### src/rtl/keyboard_scancode_key_map_unit_macros.svh
// ---------------------------------------------------------------------------
// Keyboard scan-code key map: assertion macros
// Shared concurrent assertion forms, clocked and disabled during reset.
// ---------------------------------------------------------------------------
`ifndef KEYBOARD_SCANCODE_KEY_MAP_UNIT_MACROS_SVH
`define KEYBOARD_SCANCODE_KEY_MAP_UNIT_MACROS_SVH

// Same-cycle implication.
`define KSKM_ASSERT_IMPL(label, clk, rst_n, ante, cons, msg) \
    label: assert property (@(posedge clk) disable iff (!rst_n) (ante) |-> (cons)) \
        else $error(msg);

// Next-cycle implication.
`define KSKM_ASSERT_NEXT(label, clk, rst_n, ante, cons, msg) \
    label: assert property (@(posedge clk) disable iff (!rst_n) (ante) |=> (cons)) \
        else $error(msg);

`endif

### src/rtl/kskm_pkg.sv
// ---------------------------------------------------------------------------
// Keyboard scan-code key map package
// Shared types and constants of the key map block.
// ---------------------------------------------------------------------------
`default_nettype none

package kskm_pkg;

    localparam int MAP_DEPTH = 256;
    localparam int MAP_AW    = $clog2(MAP_DEPTH);
    localparam int HELD_W    = $clog2(MAP_DEPTH) + 1;

    localparam logic [HELD_W-1:0] HELD_MAX = HELD_W'(MAP_DEPTH);

    localparam logic [7:0] SCAN_E0     = 8'hE0;
    localparam logic [7:0] SCAN_E1     = 8'hE1;
    localparam logic [7:0] SCAN_PAUSE  = 8'h45;
    localparam logic [7:0] PAUSE_ENTRY = 8'hC5;

    typedef enum logic [1:0] {
        PFX_IDLE = 2'd0,
        PFX_E0   = 2'd1,
        PFX_E1   = 2'd2,
        PFX_E1B  = 2'd3
    } prefix_t;

    typedef enum logic [1:0] {
        OP_NONE = 2'd0,
        OP_SET  = 2'd1,
        OP_CLR  = 2'd2,
        OP_TOG  = 2'd3
    } key_op_t;

    // Decoded action for one scan byte.
    typedef struct packed {
        logic [MAP_AW-1:0] idx;
        logic              touched;
        key_op_t           op;
        prefix_t           prefix_next;
    } dec_t;

endpackage

`default_nettype wire

### src/rtl/kskm_if.sv
// ---------------------------------------------------------------------------
// Keyboard scan-code key map channels
// Valid/ready channels for scan bytes in and key map results out.
// ---------------------------------------------------------------------------
`default_nettype none

interface kskm_scan_if;
    import kskm_pkg::*;

    logic       valid;
    logic       ready;
    logic [7:0] scan_byte;

    modport source (output valid, output scan_byte, input ready);
    modport sink   (input valid, input scan_byte, output ready);
endinterface

interface kskm_key_if;
    import kskm_pkg::*;

    logic              valid;
    logic              ready;
    logic [MAP_AW-1:0] key_index;
    logic              key_changed;
    logic              key_down;
    logic [HELD_W-1:0] held_count;
    logic [1:0]        prefix_now;

    modport source (output valid, output key_index, output key_changed,
                    output key_down, output held_count, output prefix_now,
                    input ready);
    modport sink   (input valid, input key_index, input key_changed,
                    input key_down, input held_count, input prefix_now,
                    output ready);
endinterface

`default_nettype wire

### src/rtl/kskm_ram.sv
// ---------------------------------------------------------------------------
// Generic single-port-write RAM
// One write port, one read port with read enable and registered read data.
// ---------------------------------------------------------------------------
`default_nettype none

module kskm_ram #(
    parameter int WIDTH = 1,
    parameter int DEPTH = 256
) (
    input  wire logic                     clk,
    input  wire logic                     we,
    input  wire logic [$clog2(DEPTH)-1:0] waddr,
    input  wire logic [WIDTH-1:0]         wdata,
    input  wire logic                     re,
    input  wire logic [$clog2(DEPTH)-1:0] raddr,
    output      logic [WIDTH-1:0]         rdata
);

    logic [WIDTH-1:0] mem [DEPTH];

    always_ff @(posedge clk)
    begin
        if (we)
        begin
            mem[waddr] <= wdata;
        end
        if (re)
        begin
            rdata <= mem[raddr];
        end
    end

endmodule

`default_nettype wire

### src/rtl/kskm_dec.sv
// ---------------------------------------------------------------------------
// Keyboard scan-code prefix decoder
// Next prefix state and map action for one scan byte.
// ---------------------------------------------------------------------------
`default_nettype none

module kskm_dec (
    input  wire logic [7:0]       scan_byte,
    input  wire kskm_pkg::prefix_t prefix,
    output      kskm_pkg::dec_t    dec
);
    import kskm_pkg::*;

    prefix_t           prefix_next;
    logic [MAP_AW-1:0] map_idx;
    logic              touched;
    key_op_t           op;

    // Next state
    always_comb
    begin
        prefix_next = PFX_IDLE;
        unique case (prefix)
            PFX_IDLE:
            begin
                if (scan_byte == SCAN_E0)
                begin
                    prefix_next = PFX_E0;
                end
                else if (scan_byte == SCAN_E1)
                begin
                    prefix_next = PFX_E1;
                end
            end
            PFX_E0:  prefix_next = PFX_IDLE;
            PFX_E1:  prefix_next = PFX_E1B;
            PFX_E1B: prefix_next = PFX_IDLE;
            default: prefix_next = PFX_IDLE;
        endcase
    end

    // Map action: bit seven marks a break
    always_comb
    begin
        map_idx = '0;
        touched = 1'b0;
        op      = OP_NONE;
        unique case (prefix)
            PFX_IDLE:
            begin
                if (scan_byte != SCAN_E0 && scan_byte != SCAN_E1)
                begin
                    map_idx = {1'b0, scan_byte[6:0]};
                    touched = 1'b1;
                    op      = scan_byte[7] ? OP_CLR : OP_SET;
                end
            end
            PFX_E0:
            begin
                map_idx = {1'b1, scan_byte[6:0]};
                touched = 1'b1;
                op      = scan_byte[7] ? OP_CLR : OP_SET;
            end
            PFX_E1:
            begin
                touched = 1'b0;
            end
            PFX_E1B:
            begin
                if (scan_byte == SCAN_PAUSE)
                begin
                    map_idx = PAUSE_ENTRY;
                    touched = 1'b1;
                    op      = OP_TOG;
                end
            end
            default:
            begin
                touched = 1'b0;
            end
        endcase
    end

    assign dec = '{idx: map_idx, touched: touched, op: op, prefix_next: prefix_next};

endmodule

`default_nettype wire

### src/rtl/keyboard_scancode_key_map_unit.sv
// ---------------------------------------------------------------------------
// Keyboard scan-code set 1 key map unit
// Tracks pressed keys from raw set-1 scan bytes in a 256-entry map.
// ---------------------------------------------------------------------------
// Usage:
//   scan  (sink)   one raw scan byte per item.
//   key   (source) exactly one result item per scan byte, in order: the map
//                  entry touched, whether it flipped, its new value, the held
//                  key count and the prefix state after the byte.
//   Pipeline: an accepted byte is decoded and its map entry read into the read
//   stage, then read-modify-written into the output register.
//   Throughput: one byte per cycle while key.ready is high; the map RAM does
//   one read and one write each cycle, and the write of the previous byte is
//   forwarded into the read-modify-write of the next one on the same entry.
//   Reset: the held count, prefix state and per-entry valid bits clear at once;
//   the valid bits make unwritten map entries read as released, so
//   no clearing pass is needed and bytes are taken straight after reset.
//   Stall: when key.ready is low the result holds, the byte in the RAM read
//   stage holds behind it, and scan.ready drops until the output drains.
// ---------------------------------------------------------------------------
`default_nettype none

`include "keyboard_scancode_key_map_unit_macros.svh"

module keyboard_scancode_key_map_unit (
    input  wire logic clk,
    input  wire logic rst_n,
    kskm_scan_if.sink  scan,
    kskm_key_if.source key
);
    import kskm_pkg::*;

    // Prefix state, updated as each byte is accepted
    prefix_t prefix_reg;
    dec_t    dec;

    // Read stage: byte waiting on its map read
    logic              s1_valid_reg;
    logic [MAP_AW-1:0] s1_idx_reg;
    logic              s1_touched_reg;
    key_op_t           s1_op_reg;
    prefix_t           s1_prefix_reg;
    logic              s1_vld_bit_reg;

    // Last map write, for forwarding into the next read-modify-write
    logic              fwd_valid_reg;
    logic [MAP_AW-1:0] fwd_idx_reg;
    logic              fwd_data_reg;

    // Per-entry written flags and held key count
    logic [MAP_DEPTH-1:0] mvld_reg;
    logic [MAP_DEPTH-1:0] mvld_next;
    logic [HELD_W-1:0]    held_reg;
    logic [HELD_W-1:0]    held_next;

    // Output register
    logic              out_valid_reg;
    logic [MAP_AW-1:0] out_idx_reg;
    logic              out_changed_reg;
    logic              out_down_reg;
    logic [HELD_W-1:0] out_held_reg;
    prefix_t           out_prefix_reg;

    logic accept;
    logic s1_adv;
    logic ram_q;
    logic old_bit;
    logic new_bit;
    logic changed;
    logic map_we;

    kskm_dec u_dec (
        .scan_byte (scan.scan_byte),
        .prefix    (prefix_reg),
        .dec       (dec)
    );

    // Advance the read stage when the output register is free or draining
    assign s1_adv     = s1_valid_reg && (!out_valid_reg || key.ready);
    assign scan.ready = !s1_valid_reg || s1_adv;
    assign accept     = scan.valid && scan.ready;

    // The map: read on accept, written as the byte leaves the read stage
    kskm_ram #(
        .WIDTH (1),
        .DEPTH (MAP_DEPTH)
    ) u_map (
        .clk   (clk),
        .we    (map_we),
        .waddr (s1_idx_reg),
        .wdata (new_bit),
        .re    (accept),
        .raddr (dec.idx),
        .rdata (ram_q)
    );

    // Old value: forwarded write first, else RAM if the entry was ever written
    always_comb
    begin
        if (fwd_valid_reg && fwd_idx_reg == s1_idx_reg)
        begin
            old_bit = fwd_data_reg;
        end
        else
        begin
            old_bit = s1_vld_bit_reg & ram_q;
        end
    end

    always_comb
    begin
        case (s1_op_reg)
            OP_SET:  new_bit = 1'b1;
            OP_CLR:  new_bit = 1'b0;
            OP_TOG:  new_bit = !old_bit;
            default: new_bit = old_bit;
        endcase
    end

    assign changed = s1_touched_reg && (new_bit != old_bit);
    assign map_we  = s1_adv && s1_touched_reg;

    // Count moves only on real flips and stays inside 0..256
    always_comb
    begin
        held_next = held_reg;
        if (changed && new_bit && held_reg < HELD_MAX)
        begin
            held_next = held_reg + HELD_W'(1);
        end
        else if (changed && !new_bit && held_reg != '0)
        begin
            held_next = held_reg - HELD_W'(1);
        end
    end

    always_comb
    begin
        mvld_next = mvld_reg;
        if (map_we)
        begin
            mvld_next[s1_idx_reg] = 1'b1;
        end
    end

    // Control state
    always_ff @(posedge clk or negedge rst_n)
    begin
        if (!rst_n)
        begin
            prefix_reg    <= PFX_IDLE;
            s1_valid_reg  <= 1'b0;
            fwd_valid_reg <= 1'b0;
            mvld_reg      <= '0;
            held_reg      <= '0;
            out_valid_reg <= 1'b0;
        end
        else
        begin
            if (accept)
            begin
                prefix_reg <= dec.prefix_next;
            end
            if (accept)
            begin
                s1_valid_reg <= 1'b1;
            end
            else if (s1_adv)
            begin
                s1_valid_reg <= 1'b0;
            end
            if (map_we)
            begin
                fwd_valid_reg <= 1'b1;
            end
            mvld_reg <= mvld_next;
            if (s1_adv)
            begin
                held_reg      <= held_next;
                out_valid_reg <= 1'b1;
            end
            else if (key.ready)
            begin
                out_valid_reg <= 1'b0;
            end
        end
    end

    // Payload: hold while stalled
    always_ff @(posedge clk)
    begin
        if (accept)
        begin
            s1_idx_reg     <= dec.idx;
            s1_touched_reg <= dec.touched;
            s1_op_reg      <= dec.op;
            s1_prefix_reg  <= dec.prefix_next;
            s1_vld_bit_reg <= mvld_reg[dec.idx];
        end
        if (map_we)
        begin
            fwd_idx_reg  <= s1_idx_reg;
            fwd_data_reg <= new_bit;
        end
        if (s1_adv)
        begin
            out_idx_reg     <= s1_touched_reg ? s1_idx_reg : '0;
            out_changed_reg <= changed;
            out_down_reg    <= s1_touched_reg & new_bit;
            out_held_reg    <= held_next;
            out_prefix_reg  <= s1_prefix_reg;
        end
    end

    assign key.valid       = out_valid_reg;
    assign key.key_index   = out_idx_reg;
    assign key.key_changed = out_changed_reg;
    assign key.key_down    = out_down_reg;
    assign key.held_count  = out_held_reg;
    assign key.prefix_now  = out_prefix_reg;

    `KSKM_ASSERT_IMPL(a_held_range, clk, rst_n, 1'b1, held_reg <= HELD_MAX, "held count above map size")
    `KSKM_ASSERT_IMPL(a_no_accept_on_stall, clk, rst_n, s1_valid_reg && !s1_adv, !accept, "byte accepted while read stage stalled")
    `KSKM_ASSERT_NEXT(a_adv_fills_out, clk, rst_n, s1_adv, out_valid_reg, "result lost on advance")
    `KSKM_ASSERT_IMPL(a_write_marks_entry, clk, rst_n, fwd_valid_reg, mvld_reg[fwd_idx_reg], "forwarded entry not marked written")

endmodule

`default_nettype wire

### src/flat_wrapper.sv
// flat-port wrapper written by rule: the top's interface ports become plain ports
module keyboard_scancode_key_map_unit_flat import kskm_pkg::*;
  (clk, rst_n, scan_valid, scan_scan_byte, scan_ready, key_valid, key_key_index, key_key_changed, key_key_down, key_held_count, key_prefix_now, key_ready);
  kskm_scan_if scan_i ();
  kskm_key_if key_i ();
  input  wire logic clk;
  input  wire logic rst_n;
  input wire logic [$bits(scan_i.valid)-1:0] scan_valid;
  input wire logic [$bits(scan_i.scan_byte)-1:0] scan_scan_byte;
  output wire logic [$bits(scan_i.ready)-1:0] scan_ready;
  output wire logic [$bits(key_i.valid)-1:0] key_valid;
  output wire logic [$bits(key_i.key_index)-1:0] key_key_index;
  output wire logic [$bits(key_i.key_changed)-1:0] key_key_changed;
  output wire logic [$bits(key_i.key_down)-1:0] key_key_down;
  output wire logic [$bits(key_i.held_count)-1:0] key_held_count;
  output wire logic [$bits(key_i.prefix_now)-1:0] key_prefix_now;
  input wire logic [$bits(key_i.ready)-1:0] key_ready;
  assign scan_i.valid = scan_valid;
  assign scan_i.scan_byte = scan_scan_byte;
  assign scan_ready = scan_i.ready;
  assign key_valid = key_i.valid;
  assign key_key_index = key_i.key_index;
  assign key_key_changed = key_i.key_changed;
  assign key_key_down = key_i.key_down;
  assign key_held_count = key_i.held_count;
  assign key_prefix_now = key_i.prefix_now;
  assign key_i.ready = key_ready;
  keyboard_scancode_key_map_unit u_core (.clk(clk), .rst_n(rst_n), .scan(scan_i), .key(key_i));
endmodule
### config.mk
export PLATFORM = sky130hd
export DESIGN_NAME = keyboard_scancode_key_map_unit_flat
export DESIGN_NICKNAME = d
export VERILOG_FILES = /design/src/rtl/kskm_pkg.sv /design/src/rtl/kskm_if.sv /design/src/rtl/kskm_ram.sv /design/src/rtl/kskm_dec.sv /design/src/rtl/keyboard_scancode_key_map_unit.sv /design/src/flat_wrapper.sv
export VERILOG_INCLUDE_DIRS = /design/src /design/src/rtl
export SDC_FILE = /design/constraint.sdc
export NUM_CORES = 1
export LEC_CHECK = 0
export ABC_AREA = 0
export BUFFER_PORTS_ARGS = -buffer_cell sky130_fd_sc_hd__buf_4
export CORE_MARGIN = 3
export CORE_UTILIZATION = 40
export DETAILED_ROUTE_END_ITERATION = 6
export HOLD_SLACK_MARGIN = 0.12
export SYNTH_ARGS = -nofsm -noshare
export SYNTH_HDL_FRONTEND = slang
export SYNTH_SLANG_ARGS = --single-unit
### constraint.sdc
create_clock -name clk -period 13.32 [get_ports clk]
set_input_delay 1.332 -clock clk [delete_from_list [all_inputs] [get_ports clk]]
set_output_delay 1.332 -clock clk [all_outputs]
set_load 0.02 [all_outputs]
After elaboration in Yosys (flattened, before gate mapping)
Memories as Yosys holds them, arrays and structs flattened. A register that Yosys moved wholly into a read port is not among the register bits. Index checks and enable logic that the tools add are counted.

$mul: 0. $add $sub $neg: 2. Eq/ne operators: 13. Shift-type cells: 0. Bitwise operators: 3. $lt $le $gt $ge: 4. Mux-type cells: 27. Divide/modulo/power cells: 0. Reductions and logical operators: 22.

Operators by type and width (number): $or A256 B256 Y256 (1); $pmux W8 S3 (1); $lt A8 B9 Y1 const B (2); $mux W9 (2); $eq A8 B8 Y1 const B (2); $ne A8 B8 Y1 const B (2); $pmux W2 S3 (2); $logic_and A1 B1 Y1 (11); $mux W1 (11); $mux W2 (5); $add A9 B1 Y9 const B (1); $lt A9 B9 Y1 const B (1); $reduce_bool A9 Y1 (1); $sub A9 B1 Y9 const B (1); $bmux W1 S8 (1); $demux W1 S8 (1); $eq A2 B2 Y1 const B (4); $eq A8 B7 Y1 const B (1); $eq A8 B8 Y1 (1); $ge A8 B1 Y1 const B (1); $mux W8 (1); $mux W7 (1); $eq A2 B1 Y1 const B (2); $logic_not A1 Y1 (4); other kinds (8) (11).

Output and inout bits: 23. RAM bits: 256. Input bits: 12. Register bits after elaboration: 314. Memories kept: 1. Logic and storage cells: 90. ROM bits: 0. Latch bits: 0.

Memory list: u_core.u_map.mem (words 256, width 1, read ports 1, clocked after Yosys merged registers in 1, wr ports 1, line kskm_ram.sv:20) `logic [WIDTH-1:0] mem [DEPTH];`.

Longest topological paths before layout
Gate-level depths: netlist (run 1).

Word-level depth: 11. Mapped depth: 15. Depth with buffers taken out: 11.

Cells and area by module
A second synthesis (run 1) with hierarchy kept.

Cells, all modules: 1848. Area, all modules: 24820.1 um^2.

By module, submodules not included: keyboard_scancode_key_map_unit (sequential area each 8077.7 um^2, instances 1, cells each 1033, area an instance 13499.2 um^2); kskm_ram (sequential area each 7717.4 um^2, instances 1, cells each 788, area an instance 11138.2 um^2); kskm_dec (sequential area each 0.0 um^2, instances 1, cells each 27, area an instance 182.7 um^2).

Worst setup path after synthesis (run 1)
OpenSTA, ideal clock, no wires.

Kind: reg-to-reg. Start: register u_core.s1_idx_reg[7]. End: register u_core.fwd_data_reg, data pin. Period minus slack after synthesis: 10.372 ns. Arrival time: 8.729 ns. Setup time: 1.643 ns. Slack: 2.948 ns. Stages on the path, launching flop included: 7. Buffers on the path: 1. Data required time: 11.677 ns. Cell sequence: edfxtp_1 > clkbuf_1 > xnor2_1 > nand3_1 > nor3_1 > mux2i_1 > mux2i_1.

Word-level cells in the longest chain between the ends: 5.

Ends and longest elaborated chain: from (decl) (line keyboard_scancode_key_map_unit.sv:39) `logic [MAP_AW-1:0] s1_idx_reg;`; from (signal assigned) (line keyboard_scancode_key_map_unit.sv:194) `s1_idx_reg <= dec.idx;`; $eq A8 B8 Y1 (*) (line keyboard_scancode_key_map_unit.sv:100) `if (fwd_valid_reg && fwd_idx_reg == s1_idx_reg)`; $logic_and A1 B1 Y1 (*) (line keyboard_scancode_key_map_unit.sv:100); $mux W1 (*) (line keyboard_scancode_key_map_unit.sv:100); $logic_not A1 Y1 (line keyboard_scancode_key_map_unit.sv:115) `OP_TOG: new_bit = !old_bit;`; $pmux W1 S3 (*) (line keyboard_scancode_key_map_unit.sv:112) `case (s1_op_reg)`; net u_core.new_bit (line keyboard_scancode_key_map_unit.sv:68) `logic new_bit;`; to (signal assigned) (line keyboard_scancode_key_map_unit.sv:203) `fwd_data_reg <= new_bit;`; to (decl) (line keyboard_scancode_key_map_unit.sv:48) `logic fwd_data_reg;`.

Mark *: on every way through the listed nets, which the timed path passes. The rest lies on a longest branch. A chain may end at the register's enable or synchronous reset.

Worst setup path in the final report (run 1)
Start: input scan_scan_byte[1]. End: register u_core.u_map.rdata, read port of u_core.u_map.mem, data pin.

Word-level cells in the longest chain between the ends: 4. Elaborated cells between the ends (all ways): 7.

Ends and longest elaborated chain: from (decl) (line flat_wrapper.sv:9) `input wire logic [$bits(scan_i.scan_byte)-1:0] scan_scan_byte;`; $ne A8 B8 Y1 (line kskm_dec.sv:51) `if (scan_byte != SCAN_E0 && scan_byte != SCAN_E1)`; $logic_and A1 B1 Y1 (line kskm_dec.sv:51); $mux W7 (line kskm_dec.sv:51); $pmux W8 S3 (*) (line kskm_dec.sv:48) `unique case (prefix)`; to (decl) (line kskm_ram.sv:17) `output logic [WIDTH-1:0] rdata`.

Every way passes the cells marked *; elsewhere a longest branch is shown, timed or not.

==> results by group, run 1 <==
Run status
  – Status: finished, final reports clean

Worst setup path
  – CP Capture Type: flop
  – Worst R2R Setup Slack: 8.30 ns
  – Origin of the critical flop-to-flop path: u_core.prefix_reg[0]
  – Reg2reg end: u_core.u_map.rdata
  – Type of origin of the critical path: input port
  – CP max FO: 117
  – CP arrival: 5.94 ns
  – Worst Path Class, Setup: in -> reg
  – Slowest CP cell: a2111oi_0
  – Critical path's largest stage delay: 1.07 ns
  – Critical Path, Cell by Cell: buf_4, or4b_1, o211a_4, nand2_8, buf_12, mux4_2, a2111oi_0, a211oi_1, nor3_1, a211oi_2
  – CP required: 13.68 ns
  – Reg2Reg Depth: 9

Timing
  – Clk_skew: 0.0269 ns
  – RSZ-0062 raised after global routing: false
  – Post-route setup TNS: 0 ns
  – Tightest Pin Transition: 1.22 ns
  – Hold Violations, Final: 0
  – Crit path time final: 5.58 ns
  – Final Cycle Share: 0.419
  – Setup-failing EPs final: 0
  – Slew Limit Fails: 0
  – Max_slew headroom: 0.166
  – Hold slack: 0.426 ns
  – FMAX: 179 MHz

Clock network
  – CTS tree: built
  – Post-CTS Hold Buffers: 0
  – Clock Pin Slew Worst Setup and Hold Paths: 0.06 ns
  – Worst skew pair latency: 0.63 ns
  – Clock Path Buffers: 3
  – H-tree depth: 2
  – CTS root buf: clkbuf_16
  – Clock buffer count from CTS: 57
  – Clock Sink Count: 571
  – Postcts setup bufs: 0
  – Post-cts sizing count: 0

Route
  – Vias per Instance: 5.84
  – Drc violations: 0
  – Detailed Route WL: 71300 um
  – Post-DRT Antenna Nets: 0
  – Wirelength per Cell: 25.3 um
  – Iter 0 DRT Violations: 1901
  – Drt first pass iters: 6
  – Vias: 16500

Power and ir drop
  – PwrDens: 171 nW/um2
  – Pleak: 11.4 nW
  – Maximum vdd drop: 0.000116 V

Floorplan
  – Vert. Die Dim: 252 um
  – I/O pin count: 35
  – Initial Util: 0.407
  – Die extent in x: 252 um
  – Die footprint: 63300 um2
  – Core area: 59400 um2
  – Row cnt: 89

Logic synthesis
  – Post-synthesis cell count: 1976
  – Ys flop type: edfxtp_1
  – Syn_nets: 1990
  – Syn avg cell area: 12.2 um2
  – Post-synthesis compound-gate area fraction: 0.0677
  – Mux contribution to synthesized area: 0.0592
  – Main combinational cell family by area after synthesis: simple AND/OR/NAND/NOR gates
  – Area share of fa/ha/maj cells after synthesis: 0.00104
  – #FFs+latches synth: 571
  – Synth Area in XOR/XNOR: 0.00798
  – Post-synthesis simple-gate area fraction: 0.184
  – Async SR Flop Fraction: 0.473
  – Number of enable flip-flop cells after synthesis: 301
  – Yosys cell types: 68
  – Synthesis Warnings: 0
  – Post-Syn Area: 24100 um2
  – Seq/Total Area, Yosys: 0.654

Global routing
  – Total GRT Usage: 0.225
  – Total gr overflow: 0
  – Largest net degree at the start of global routing: 259
  – Vias in the first global route: 16400
  – Initial antenna violation count: 3
  – First-pass GRT wire length: 107000 um

Placement
  – Post-Place Cells: 2709
  – DP Area: 25100 um2
  – Placer congestion estimate: 0.933
  – Buffers on Ports: 34
  – DP HPWL: 43300 um

Min path
  – Worst hold path type: reg -> reg
  – Min-delay src: u_core.s1_prefix_reg[1]
  – Hold depth: 0
  – Hold path endpoint: u_core.key.prefix_now[1]

Layout
  – Share of layout cells above drive strength 1: 0.220
  – Commonest cells after routing, fill and taps aside: edfxtp_1, nor2_1, dfrtp_1, or2_2, nand2_1
  – Area Growth Syn to Fin: 12.2%
  – Fin cells: 2818
  – Fillcell total: 5342
  – Fin util: 0.456
  – Design Area, Final: 27100 um2
  – Nets: 2009
  – Most common cell after layout, fill and taps aside: edfxtp_1

Run
  – Max-capacitance violation count: 0
-- Yosys cell counts (4+ instances only) --
library cell | count | area (um2)
mux4_2 | 16 | 360
a221oi_1 | 19 | 166
dfrtp_1 | 270 | 6760
nor2b_1 | 9 | 56.3
and3_1 | 7 | 43.8
a22oi_1 | 25 | 188
buf_12 | 4 | 80.1
nand2b_1 | 8 | 50.1
nor4_1 | 10 | 62.6
mux4_1 | 9 | 236
xor2_1 | 6 | 52.6
buf_4 | 6 | 45.0
nand4_1 | 14 | 87.6
a2111oi_0 | 8 | 70.1
or3_1 | 5 | 31.3
a311oi_1 | 4 | 35.0
o211ai_1 | 6 | 45.0
o221ai_1 | 4 | 35.0
mux2i_1 | 81 | 811
a21oi_1 | 61 | 305
inv_1 | 14 | 52.6
clkbuf_1 | 72 | 270
nand2_1 | 211 | 792
a211oi_1 | 16 | 120
edfxtp_1 | 301 | 9040
buf_1 | 4 | 15.0
o21ai_0 | 27 | 135
or2_2 | 257 | 1610
xnor2_1 | 16 | 140
nor2_1 | 297 | 1110
buf_2 | 7 | 35.0
nand3_1 | 53 | 265
o22ai_1 | 10 | 62.6
nor3_1 | 15 | 75.1
a221o_1 | 7 | 70.1
o2111ai_1 | 4 | 35.0
a31oi_1 | 13 | 81.3
nor3b_1 | 5 | 37.5
and2_1 | 13 | 81.3
buf_6 | 11 | 124
a32oi_1 | 6 | 52.6
-- final cells by class --
class                      count  area (um2)  share of cell area
antenna                        1        2.50           0.0000924
clock buffer                  87        1730              0.0639
clock inverter                21         228             0.00841
inverter                      17        63.8             0.00236
multi-input combinational   1284        7780               0.287
sequential                   571       15800               0.583
tap                          773         967              0.0357
timing repair buffer          64         513              0.0189
-- cells by family after synthesis --
group | Yosys count
fa+ha+maj | 2
buf+inv | 121
mux | 108
xor+xnor | 22
flops | 571
compound gates | 234
simple gates | 918
-- layer usage --
| layer | GRT usage | part of all wire | wire, um |
|---|---|---|---|
| met3 | 0.0439 | 0.087 | 6180 |
| met2 | 0.345 | 0.45 | 31800 |
| met5 | 0 | 0.00018 | 13 |
| met4 | 0.0961 | 0.044 | 3170 |
| met1 | 0.315 | 0.42 | 30200 |
-- worst max-delay path, delay by kind of cell --
family	cells	cell delay [ns]
and+or+nand+nor	3	1.45
muxes	1	0.60
buffers and inverters	2	0.64
AOI/OAI and AO/OA	4	1.76
-- power by group --
group	internal [W]	leakage, nW	switching [W]
Clock	0.000973	0.973	0.000690
Combinational	0.000273	3.94	0.000561
Sequential	0.00206	6.44	0.0000844
-- how the worst max path moves through the flow --
stage / startpoint / slack (ns) / depth (start not counted) / to
floorplan: u_core.s1_idx_reg[7] / 2.95 / 6 / u_core.fwd_data_reg
global placement: scan_scan_byte[1] / 7.11 / 10 / u_core.u_map.rdata
detailed placement: scan_scan_byte[1] / 6.97 / 10 / u_core.u_map.rdata
CTS: scan_scan_byte[1] / 7.60 / 10 / u_core.u_map.rdata
global route: scan_scan_byte[0] / 7.49 / 12 / u_core.s1_vld_bit_reg
finish: scan_scan_byte[1] / 7.74 / 10 / u_core.u_map.rdata
-- through the flow --
| stage | worst slack (ns) | total power (W) |
|---|---|---|
| 2_1_floorplan | 2.95 | 0.00273 |
| 3_3_place_gp | 7.11 | 0.00299 |
| 3_5_place_dp | 6.97 | 0.00300 |
| 4_1_cts | 7.60 | 0.00465 |
| 5_1_grt | 7.49 | 0.00481 |
| 6_report | 7.74 | 0.00464 |
No activity file was read; power rests on OpenSTA's default activity.
==> run 2, diff against run 1 <==
==> constraint.sdc (replaced) <==
create_clock -name clk -period 5.75 [get_ports clk]
set_input_delay 0.575 -clock clk [delete_from_list [all_inputs] [get_ports clk]]
set_output_delay 0.575 -clock clk [all_outputs]
set_load 0.02 [all_outputs]
==> run 2 against run 1 <==
Sequential cell count unchanged. Critical path depth unchanged. Register-to-register slack worse by 6.8 ns. Via count down 0.76%. Clock power up 120%. Wire length up 0.95%. First-iteration DRC count down 11%. Total power up 130%. Global-route usage up 0.096 points. Sequential power up 130%. Count of clock-buffer cells in the layout down 1. Combinational power up 140%.
==> results by group, run 2 (synthesis results as in run 1) <==
Run status
  – Status: finished, final reports clean (unchanged)

Min path
  – Min-delay src: scan_valid (was u_core.s1_prefix_reg[1])
  – Hold path endpoint: u_core.s1_valid_reg (was u_core.key.prefix_now[1])
  – Worst hold path type: in -> reg (was reg -> reg)
  – Hold depth: 2 (was 0)

Power and ir drop
  – Maximum vdd drop: 0.000228 V (was 0.000116 V)
  – Internal Power: 0.00758 W (was 0.00331 W)
  – Total power: 0.0107 W (was 0.00464 W)
  – PwrDens: 392 nW/um2 (was 171 nW/um2)
  – Seq pwr share: 0.465 (was 0.462)
  – Clk pwr share: 0.349 (was 0.358)
  – Sw Pwr: 0.00310 W (was 0.00134 W)
  – Combinational share of power: 0.186 (was 0.180)
  – Switching Share: 0.290 (was 0.288)
  – Pleak: 11.4 nW (about the same)

Route
  – Detailed Route WL: 72000 um (was 71300 um)
  – Drt first pass iters: 5 (was 6)
  – Post-DRT Antenna Nets: 0 (unchanged)
  – Vias: 16300 (was 16500)
  – Wirelength per Cell: 25.3 um (about the same)
  – Drc violations: 0 (unchanged)
  – Vias per Instance: 5.75 (was 5.84)
  – Iter 0 DRT Violations: 1687 (was 1901)

Global routing
  – Total GRT Usage: 0.226 (was 0.225)
  – Initial antenna violation count: 3 (unchanged)
  – First-pass GRT wire length: 106000 um (was 107000 um)
  – Largest net degree at the start of global routing: 119 (was 259)
  – Vias in the first global route: 16200 (was 16400)
  – Total gr overflow: 0 (unchanged)

Run
  – Max-capacitance violation count: 0 (unchanged)

Timing
  – Final Cycle Share: 0.736
  – RSZ-0062 raised after global routing: false (unchanged)
  – Hold Violations, Final: 0 (unchanged)
  – Tightest Pin Transition: 1.06 ns (was 1.22 ns)
  – Slew Limit Fails: 0 (unchanged)
  – Crit path time final: 4.23 ns
  – Max_slew headroom: 0.275 (was 0.166)
  – Post-route setup TNS: 0 ns (unchanged)
  – Setup-failing EPs final: 0 (unchanged)
  – Clk_skew: 0.0229 ns (was 0.0269 ns)
  – FMAX: 236 MHz

Worst setup path
  – Number of cells on the critical path: 10 (unchanged)
  – WP buf/inv: 1 (was 2)
  – Reg2Reg Depth: 10 (was 9)
  – CP arrival: 4.64 ns (was 5.94 ns)
  – CP required: 6.16 ns (was 13.68 ns)
  – Largest delay contributor family on the critical path: compound AO/OA/AOI/OAI gates (unchanged)
  – Worst Path Class, Setup: reg -> reg (was in -> reg)
  – Type of origin of the critical path: flop (was input port)
  – CP Capture Type: flop (unchanged)
  – Critical path startpoint: u_core.prefix_reg[1] (was scan_scan_byte[1])
  – Reg2reg end: u_core.s1_vld_bit_reg (was u_core.u_map.rdata)
  – Slowest CP cell: dfrtp_1 (was a2111oi_0)
  – Critical path's largest stage delay: 0.63 ns (was 1.07 ns)
  – CP max FO: 14 (was 117)
  – Critical Path, Cell by Cell: nand2b_1, inv_2, nand3b_1, nor2_1, a22o_1, a311oi_1, o211ai_1, o21ai_0, a21oi_1, a2111oi_2 (was buf_4, or4b_1, o211a_4, nand2_8, buf_12, mux4_2, a2111oi_0, a211oi_1, nor3_1, a211oi_2)
  – Origin of the critical flop-to-flop path: u_core.prefix_reg[1] (was u_core.prefix_reg[0])
  – Worst R2R Setup Slack: 1.52 ns (was 8.30 ns)

Layout
  – Fillcell total: 5367 (was 5342)
  – Area Growth Syn to Fin: 12.8% (was 12.2%)
  – Share of layout cells above drive strength 1: 0.229 (was 0.220)
  – Commonest cells after routing, fill and taps aside: edfxtp_1, nor2_1, dfrtp_1, or2_2, nand2_1 (unchanged)
  – Nets: 2036 (was 2009)
  – Most common cell after layout, fill and taps aside: edfxtp_1 (unchanged)

Floorplan
  – Die extent in x: 252 um (unchanged)
  – Initial Util: 0.407 (unchanged)
  – I/O pin count: 35 (unchanged)
  – Die footprint: 63300 um2 (unchanged)
  – Vert. Die Dim: 252 um (unchanged)
  – Core area: 59400 um2 (unchanged)
  – Row cnt: 89 (unchanged)

Clock network
  – CTS tree: built (unchanged)
  – CTS root buf: clkbuf_16 (unchanged)
  – H-tree depth: 2 (unchanged)
  – Clock Pin Slew Worst Setup and Hold Paths: 0.06 ns (about the same)
  – Clock Sink Count: 571 (unchanged)
  – Clock buffer count from CTS: 57 (unchanged)
  – Post-cts sizing count: 0 (unchanged)
  – Worst skew pair latency: 0.63 ns (about the same)
  – Clock Path Buffers: 3 (unchanged)

Placement
  – Placer congestion estimate: 0.920 (was 0.933)
  – DP HPWL: 45200 um (was 43300 um)
  – Buffers on Ports: 34 (unchanged)
## run 2: cell count changes in the layout (fill, tap and decap cells not counted), sizes merged
cell and change:
diode +1, bufinv -2, clkbuf -1, dlygate4sd3 +1, clkinvlp +2, buf +26
## run 2: worst max-delay path by stage
stage / endpoint / slack, ns
6_report: u_core.s1_vld_bit_reg / 1.52
2_1_floorplan: u_core.fwd_data_reg / 0.86
3_3_place_gp: u_core.u_map.rdata / 1.13
5_1_grt: u_core.s1_vld_bit_reg / 1.39
4_1_cts: u_core.u_map.rdata / 1.53
3_5_place_dp: u_core.u_map.rdata / 1.10
## run 2: power by group through the flow
stage	combinational, W	clock, W	sequential (W)
2_1_floorplan	0.00127	0	0.00502
3_3_place_gp	0.00195	0	0.00503
3_5_place_dp	0.00197	0	0.00504
4_1_cts	0.00198	0.00378	0.00496
5_1_grt	0.00211	0.00393	0.00500
6_report	0.00199	0.00372	0.00497
## run 2: stage by stage
stage | std cells | hold WS (ns) | worst slack (ns) | utilization | area (um2)
floorplan | 1976 | 0.279 | 0.861 | - | 24200
global placement | 2735 | 0.410 | 1.13 | 0.427 | 25300
detailed placement | 2735 | 0.409 | 1.10 | 0.427 | 25300
CTS | 2843 | 0.152 | 1.53 | 0.459 | 27200
global route | 2844 | 0.174 | 1.39 | 0.459 | 27200
finish | 2845 | 0.175 | 1.52 | 0.459 | 27200
## run 2: cell type report
type,instances,area [um2],share of cell area
Timing Repair Buffer,91,756,0.0278
Clock inverter,21,163,0.00597
Clock buffer,86,1710,0.0627
Tap cell,773,967,0.0355
Multi-Input combinational cell,1284,7770,0.285
Antenna cell,2,5.00,0.000184
Inverter,17,65.1,0.00239
Sequential cell,571,15800,0.580
## run 2: timing repair
item / CTS / global route
setup endpoints to repair: 0 / 0
setup buffers: 0 / 0
hold buffers: 1 / 0
hold endpoints to repair: 86 / 0
## run 2: per-layer routing
metal  vias up  part of all wire  track usage
li1       7102                 -            -
met1      8279              0.42        0.309
met2       795              0.45        0.349
met3       167             0.092       0.0526
met4         2             0.043       0.0940
met5         -           0.00018            0
==> run 3, diff against run 2 <==
==> constraint.sdc (replaced) <==
create_clock -name clk -period 3.81 [get_ports clk]
set_input_delay 0.381 -clock clk [delete_from_list [all_inputs] [get_ports clk]]
set_output_delay 0.381 -clock clk [all_outputs]
set_load 0.02 [all_outputs]
==> run 3 against run 2 <==
Count of clock-buffer cells in the layout shrank 8. First-iteration DRC count is 1.4% lower. Critical path type is now in -> reg. Total power is 54% higher. Largest power group unchanged. Wire length grew 2.2%. Non-clock buffer count grew 81. Via count increased by 2.8%. Clock skew rose by 0.0083 ns.
==> results by group, run 3 (synthesis results as in run 1) <==
Run status
  – Status: finished, final reports clean (unchanged)

Min path
  – Worst hold path type: in -> reg (unchanged)
  – Hold depth: 3 (was 2)

Global routing
  – Largest net degree at the start of global routing: 95 (was 119)
  – Initial antenna violation count: 0 (was 3)
  – Vias in the first global route: 16800 (was 16200)
  – Total GRT Usage: 0.232 (was 0.226)
  – Total gr overflow: 0 (unchanged)
  – First-pass GRT wire length: 110000 um (was 106000 um)

Layout
  – Design Area, Final: 28000 um2 (was 27200 um2)
  – Multi-input gate area: 7790 um2 (was 7770 um2)
  – Nets: 2117 (was 2036)
  – Commonest cells after routing, fill and taps aside: edfxtp_1, nor2_1, dfrtp_1, or2_2, nand2_1 (unchanged)
  – Most common cell after layout, fill and taps aside: edfxtp_1 (unchanged)
  – Area Growth Syn to Fin: 15.9% (was 12.8%)
  – Diode count: 0 (was 2)
  – Register area: 15800 um2 (unchanged)
  – Fillcell total: 5288 (was 5367)
  – Share of layout cells above drive strength 1: 0.255 (was 0.229)

Timing
  – Final Cycle Share: 0.976
  – Tightest Pin Transition: 1.02 ns (was 1.06 ns)
  – Crit path time final: 3.72 ns
  – FMAX: 269 MHz
  – Setup-failing EPs final: 0 (unchanged)
  – Hold slack: 0.308 ns (was 0.175 ns)
  – Hold Violations, Final: 0 (unchanged)
  – RSZ-0062 raised after global routing: false (unchanged)
  – Clk_skew: 0.0312 ns (was 0.0229 ns)
  – Max_slew headroom: 0.321 (was 0.275)
  – Slew Limit Fails: 0 (unchanged)

Worst setup path
  – CP required: 4.15 ns (was 6.16 ns)
  – CP arrival: 4.06 ns (was 4.64 ns)
  – Reg2Reg Depth: 10 (unchanged)
  – CP max FO: 22 (was 14)
  – Type of origin of the critical path: input port (was flop)
  – Worst Path Class, Setup: in -> reg (was reg -> reg)
  – CP Capture Type: flop (unchanged)

Clock network
  – CTS tree: built (unchanged)
  – Worst skew pair latency: 0.63 ns (about the same)
  – Post-cts sizing count: 0 (unchanged)
  – Clock Path Buffers: 3 (unchanged)
  – Clock buffer count from CTS: 57 (unchanged)
  – Clock Sink Count: 571 (unchanged)
  – CTS root buf: clkbuf_16 (unchanged)
  – H-tree depth: 2 (unchanged)
  – Post-CTS Hold Buffers: 5 (was 1)
  – Postcts setup bufs: 0 (unchanged)
  – Clock Pin Slew Worst Setup and Hold Paths: 0.06 ns (about the same)

Route
  – Post-DRT Antenna Nets: 0 (unchanged)
  – Iter 0 DRT Violations: 1663 (was 1687)
  – Vias: 16800 (was 16300)
  – Drc violations: 0 (unchanged)
  – Vias per Instance: 5.74 (was 5.75)
  – Drt first pass iters: 5 (unchanged)
  – Wirelength per Cell: 25.2 um (was 25.3 um)
  – Detailed Route WL: 73600 um (was 72000 um)

Floorplan
  – Vert. Die Dim: 252 um (unchanged)
  – Die footprint: 63300 um2 (unchanged)
  – Initial Util: 0.407 (unchanged)
  – Core area: 59400 um2 (unchanged)
  – I/O pin count: 35 (unchanged)
  – Row cnt: 89 (unchanged)
  – Die extent in x: 252 um (unchanged)

Placement
  – DP Area: 26100 um2 (was 25300 um2)
  – Buffers on Ports: 34 (unchanged)
  – Placer congestion estimate: 0.931 (was 0.920)
  – DP HPWL: 48600 um (was 45200 um)

Power and ir drop
  – PwrDens: 587 nW/um2 (was 392 nW/um2)
  – Pleak: 11.9 nW (was 11.4 nW)
  – Maximum vdd drop: 0.000347 V (was 0.000228 V)

Run
  – Max-capacitance violation count: 0 (unchanged)
[run 3: per-layer routing]
metal  routed length [um]  track usage
met1                31400        0.331
met2                33600        0.362
met3                 6400       0.0439
met4                 2230       0.0736
met5                    0            0
[run 3: critical path, cell delays in order]
cell and delay (ns):
dlygate4sd3_1 0.56, buf_4 0.14, or4bb_1 0.58, o211a_4 0.32
nand2_8 0.16, buf_4 0.36, mux2i_1 0.32, o2111ai_1 0.17
nor4_1 0.45, a32oi_1 0.12, a41oi_1 0.38, a2111oi_2 0.09
[run 3: power breakdown]
group	switching (W)	total [W]	internal, W
clock	0.00240	0.00562	0.00322
combinational	0.00205	0.00330	0.00125
sequential	0.000293	0.00749	0.00720
total	0.00474	0.0164	0.0117
[run 3: per-stage QoR]
stage	worst slack, ns	TNS (ns)	util	instances	total power (W)
finish	0.0906	0	0.471	2924	0.0164
detailed placement	-0.0351	-0.0395	0.440	2812	0.0109
floorplan	-0.912	-235.15	-	1976	0.00950
CTS	0.181	0	0.471	2924	0.0165
global route	0.0110	0	0.471	2924	0.0170
global placement	-0.0542	-0.0542	0.440	2812	0.0108
[run 3: path summary, 6_finish.rpt]
| path | startpoint | to | slack (ns) |
|---|---|---|---|
| worst min-delay path | scan_scan_byte[0] | u_core.s1_prefix_reg[1] | 0.31 |
| max in group asynchronous | rst_n | u_core.mvld_reg[137] | 2.53 |
| min in group asynchronous | rst_n | u_core.mvld_reg[46] | 0.32 |
| worst min register to register | u_core.s1_prefix_reg[1] | u_core.key.prefix_now[1] | 0.42 |
| worst max register to register | u_core.prefix_reg[0] | u_core.s1_vld_bit_reg | 0.19 |
| worst max-delay path | scan_scan_byte[7] | u_core.s1_vld_bit_reg | 0.09 |
[run 3: cell type report]
cell class / count / area share
sequential: 571 / 0.565
inverter: 17 / 0.00228
tap: 773 / 0.0346
clock buffer: 78 / 0.0549
multi-input combinational: 1284 / 0.279
clock inverter: 29 / 0.0106
timing repair buffer: 172 / 0.0545
